### src/rtl/obsd_pkg.sv
// Package for the oriented box signed distance core.
// Holds the widths, register indexes, reset values and pipeline struct.
// No dependencies.
package obsd_pkg;

  localparam int COORD_W  = 16;
  localparam int DIST_W   = 24;
  localparam int LANE_W   = 16;
  localparam int REG_W    = 3 * LANE_W;
  localparam int NUM_REGS = 5;
  localparam int IDX_W    = 3;

  localparam int DIFF_W = ((COORD_W > LANE_W) ? COORD_W : LANE_W) + 1;
  localparam int PROD_W = DIFF_W + LANE_W;
  localparam int DOT_W  = PROD_W + 2;
  localparam int RND_SH = 14;
  localparam int LOC_W  = DOT_W - RND_SH;
  localparam int D_W    = LOC_W + 2;
  localparam int SQ_W   = 2 * (D_W - 1);
  localparam int SUM_W  = SQ_W + 2;
  localparam int ROOT_W = SUM_W / 2;
  localparam int REM_W  = ROOT_W + 2;
  localparam int WIDE_W = ((ROOT_W + 2 > D_W) ? ROOT_W + 2 : D_W) + DIST_W;

  typedef enum logic [IDX_W-1:0] {
    REG_CENTER  = 3'd0,
    REG_RIGHT   = 3'd1,
    REG_UP      = 3'd2,
    REG_FORWARD = 3'd3,
    REG_HALF    = 3'd4
  } reg_idx_t;

  localparam logic [REG_W-1:0] RST_CENTER  = 48'd0;
  localparam logic [REG_W-1:0] RST_RIGHT   = 48'd3221225472;
  localparam logic [REG_W-1:0] RST_UP      = 48'd16384;
  localparam logic [REG_W-1:0] RST_FORWARD = 48'd70368744177664;
  localparam logic [REG_W-1:0] RST_HALF    = 48'd549764202624;

  // transaction state carried along the square root chain
  typedef struct packed {
    logic                    valid;
    logic                    far;
    logic                    mx_pos;
    logic signed [D_W-1:0]   mx;
    logic [SUM_W-1:0]        rad;
    logic [REM_W-1:0]        rem;
    logic [ROOT_W-1:0]       root;
  } sq_t;

endpackage

### src/rtl/obsd_sqrt_cell.sv
// One cell of the square root chain: resolves one root bit per transaction.
// Registered output, advances on en. Uses obsd_pkg.
module obsd_sqrt_cell (
  input  logic           clk,
  input  logic           rst_n,
  input  logic           en,
  input  obsd_pkg::sq_t  sin,
  output obsd_pkg::sq_t  sout
);
  obsd_pkg::sq_t sout_r, sout_nxt;
  logic [obsd_pkg::REM_W+1:0] rem2, trial;
  logic                       ge;

  always_comb begin
    rem2  = {sin.rem, sin.rad[obsd_pkg::SUM_W-1 -: 2]};
    trial = {2'b00, sin.root, 2'b01};
    ge    = (rem2 >= trial);
    sout_nxt      = sin;
    sout_nxt.rad  = sin.rad << 2;
    // remainder stays below 2*root+1, so the top bits drop cleanly
    sout_nxt.rem  = ge ? obsd_pkg::REM_W'(rem2 - trial) : obsd_pkg::REM_W'(rem2);
    sout_nxt.root = {sin.root[obsd_pkg::ROOT_W-2:0], ge};
  end

  always_ff @(posedge clk) begin
    if (!rst_n) sout_r.valid <= 1'b0;
    else if (en) sout_r <= sout_nxt;
  end

  assign sout = sout_r;

endmodule

### config.mk
export PLATFORM = sky130hd
export DESIGN_NAME = obsd_sqrt_cell
export DESIGN_NICKNAME = d
export VERILOG_FILES = /design/src/rtl/obsd_pkg.sv /design/src/rtl/obsd_sqrt_cell.sv
export SDC_FILE = /design/constraint.sdc
export NUM_CORES = 1
export LEC_CHECK = 0
export ABC_CLOCK_PERIOD_IN_PS = 5700
export BUFFER_PORTS_ARGS = -buffer_cell sky130_fd_sc_hd__buf_4
export CORE_ASPECT_RATIO = 2
export CORE_UTILIZATION = 30
export CTS_CLUSTER_SIZE = 25
export DETAILED_ROUTE_END_ITERATION = 7
export PLACE_DENSITY_LB_ADDON = 0.15
export REMOVE_ABC_BUFFERS = 1
export SLEW_MARGIN = 10
export SYNTH_ARGS = -nofsm -noshare
export SYNTH_HDL_FRONTEND = slang
export SYNTH_SLANG_ARGS = --single-unit
export TNS_END_PERCENT = 20
### constraint.sdc
create_clock -name clk -period 5.7 [get_ports clk]
set_clock_uncertainty 0.05 [all_clocks]
set_input_delay 0.57 -clock clk [delete_from_list [all_inputs] [get_ports clk]]
set_output_delay 0.57 -clock clk [all_outputs]
set_load 0.1 [all_outputs]
* Word level (Yosys, flattened, before mapping)
Cells that the tools add are included.
Storage, ports and cells: output and inout port bits 120, bits in registers 118, input port bits 123
Operators by class: mux-type cells 1, $lt $le $gt $ge 1, reduce and logical (&&, ||, !) cells 1, $add $sub $neg 1
Operator list (number):
- $ge A27 B25 Y1 | 1
- $mux W25 | 1
- $sub A25 B25 Y25 | 1
- $reduce_and A2 Y1 | 1

* Depth between registers and ports, before layout
depth in word-level cells 2, depth in mapped cells 12, depth with buffers taken out 9

* Worst setup path after synthesis
No wires, ideal clock.
path kind input-to-reg, start input port en, end register sout_r, in the netlist sout[0], enable pin, required time 5161 ps, library setup time 489 ps, setup slack 1903 ps, arrival 3258 ps, stages 1, cells stage by stage and2_1
On the way: longest elaborated chain between the ends 1
Ends and longest elaborated chain:
- start, declared | RTL line obsd_sqrt_cell.sv:6 | input logic en,
- $reduce_and A2 Y1 (no line)
- end signal, assigned | RTL line obsd_sqrt_cell.sv:27 | else if (en) sout_r <= sout_nxt;
- end, declared | RTL line obsd_sqrt_cell.sv:10 | obsd_pkg::sq_t sout_r, sout_nxt;
No other way between the ends. A chain may end at the register's enable or synchronous reset.

==> results.json <==
{
  "clk_latency_ps": 400,
  "post-cts-setup-buffers": 0,
  "met2_usage_pct": 29.7,
  "routedWlPerCell_um": 16.8,
  "required_ps": 5810,
  "ys.flop_type": "edfxtp_1",
  "crit_path_start_kind": "input port",
  "final-setup-viol-count": 0,
  "clk_path_buf_depth": 2,
  "cts_buffers": 17,
  "cp.arrival_ps": 3660,
  "drv_cap": 0,
  "antennaDiodeCount": 0,
  "synth_cells": 364,
  "area_growth_syn_to_layout_pct": 47.5,
  "row_count": 69,
  "cts_tree": "yes",
  "r2r-start": "sout[119]",
  "rsz0062_at_grt": "no",
  "die_x_um": 96.8,
  "ant_nets": 0,
  "die_area_sq_um": 18500,
  "grt_use_total_pct": 14.9,
  "drtPass1Iterations": 6,
  "post-route-cell-area_sq_um": 7950,
  "gr-max-usage-layer": "met2",
  "cts_hold_buf": 0,
  "period_share_pct": 62.3,
  "vias": 3917,
  "timing.slew.headroom_pct": 40.8,
  "netlist_area_sq_um": 5390,
  "min_period_ps": 3550,
  "final_cell_mix": "241 x buf_4, 117 x edfxtp_1, 29 x inv_1",
  "ys_warn_count": 0,
  "ios": 243,
  "synth_cell_type_count": 48,
  "route.detailed.drc": 0,
  "cts-root-buf": "clkbuf_16",
  "powerDensity_nw_per_um2": 375,
  "cts.sinks": 118,
  "ys_seq_area_share_pct": 65.6,
  "gp_congestion": 0.809,
  "hold_viol": 0,
  "ys_ff_latch": 118,
  "critical_path.max_fanout": 26,
  "cts_resized": 0,
  "syn_avg_cell_area_sq_um": 14.8,
  "hpwl_mm": 10.8,
  "fin_nets": 763,
  "max_freq_ghz": 0.282,
  "initial_utilization_pct": 30.5,
  "grt_pass1_wl_mm": 20.8,
  "synthArstFlopShare_pct": 0,
  "crit_path_start": "sin[18]",
  "end_kind": "register",
  "crit_type": "input port to register",
  "die_height_um": 192,
  "worstHoldStart": "sin[75]",
  "grt_pass1_vias": 3990,
  "antenna_found_initial": 0,
  "routed_via_density": 4.66,
  "htree_num_levels": 4,
  "largest_reg_flops": 118,
  "synth_edf_count": 117,
  "initialDrtViolationCount": 146,
  "p_leak_nw": 3.44,
  "grt_max_degree": 62,
  "hold_path_class": "input port to register",
  "vdd_drop_max_uv": 169,
  "grtUsageMet1_pct": 13.0,
  "core_area_sq_um": 17700,
  "tightest_slew_ps": 888,
  "fin_setup_tns_ps": 0,
  "overflow": 0,
  "status": "finished clean",
  "placed_cell_area_sq_um": 7370,
  "drive_above_1_share_pct": 47.8,
  "clkTransAtPathRegs_ps": 50,
  "grtUsageMet3_pct": 3.88,
  "layout.cells.most_common": "buf_4",
  "wl_mm": 14.1,
  "portBuffers": 240,
  "maxSlewViolCount": 0
}
critical path, cell delays in order:
cell and delay, ps:
buf_4 90, inv_1 30, ha_1 390, a21o_1 210
a21o_1 170, a21o_1 200, a221o_1 390, a2111oi_4 370
o31a_2 790, mux2_2 420
logic make-up (layout without fill, tap and decap cells):
| logic type | after synthesis | count (layout) | synth area share [%] |
|---|---|---|---|
| multiplexers | 26 | 26 | 6.48 |
| XOR/XNOR | 19 | 19 | 3.09 |
| AO/OA/AOI/OAI | 80 | 80 | 10.1 |
| adder cells (fa/ha/maj) | 25 | 25 | 5.80 |
| AND/OR/NAND/NOR | 56 | 56 | 5.06 |
| flip-flops | 118 | 118 | 65.6 |
| buffers and inverters | 39 | 302 | 3.88 |
| other | 1 | 2 | 0.0696 |
worst paths after layout:
check                            endpoint  depth (start not counted)  slack (ps)
worst max register to register  sout[119]                          2        5040
worst min register to register  sout[119]                          2         490
worst min-delay path             sout[77]                          1         280
worst max-delay path             sout[29]                         10        2150
cell usage after synthesis (4+ instances only):
library cell    n  area (sq um)
mux2_4         16           240
xnor2_1        11          96.3
ha_1           25           313
nand2_1        19          71.3
mux2_2          7          78.8
buf_4           4          30.0
nand3_1         4          20.0
nor3_1          5          25.0
nor2b_1         4          25.0
xor2_1          8          70.1
nor2_1          8          30.0
inv_1          29           109
edfxtp_1      117          3510
or2_2           4          25.0
a21oi_1        28           140
o21ai_0        12          60.1
a21o_1         11          82.6
per-layer routing:
metal	up-vias	wire [um]
li1	1869	-
met1	1856	4580
met2	167	8390
met3	25	727
met4	0	449
met5	-	0
power breakdown:
part	total, mW	switching [mW]	internal (mW)
clock	1.04	0.355	0.689
sequential	1.06	0.0176	1.04
combinational	0.879	0.636	0.243
total	2.98	1.01	1.97
area by class of cell:
cell class	instances	area (sq um)
clock buffers	28	507
clock inverters	4	70.1
fillers	1625	9750
inverters	29	109
multi-input cells	208	1660
flip-flops and latches	118	3530
well taps	213	267
repair buffers	241	1810
metrics by stage:
step / power, mW / cells / setup slack, ps / utilization (%) / hold WS, ps
6_report: 2.98 / 841 / 2150 / 44.9 / 283
3_3_place_gp: 1.95 / 809 / 1760 / 41.7 / 451
3_5_place_dp: 1.96 / 809 / 1710 / 41.7 / 495
4_1_cts: 3.01 / 841 / 2140 / 44.9 / 262
2_1_floorplan: 1.74 / 355 / 1780 / - / 619
5_1_grt: 3.08 / 841 / 2010 / 44.9 / 256
Note: power is estimated with default switching activity, not from simulation.
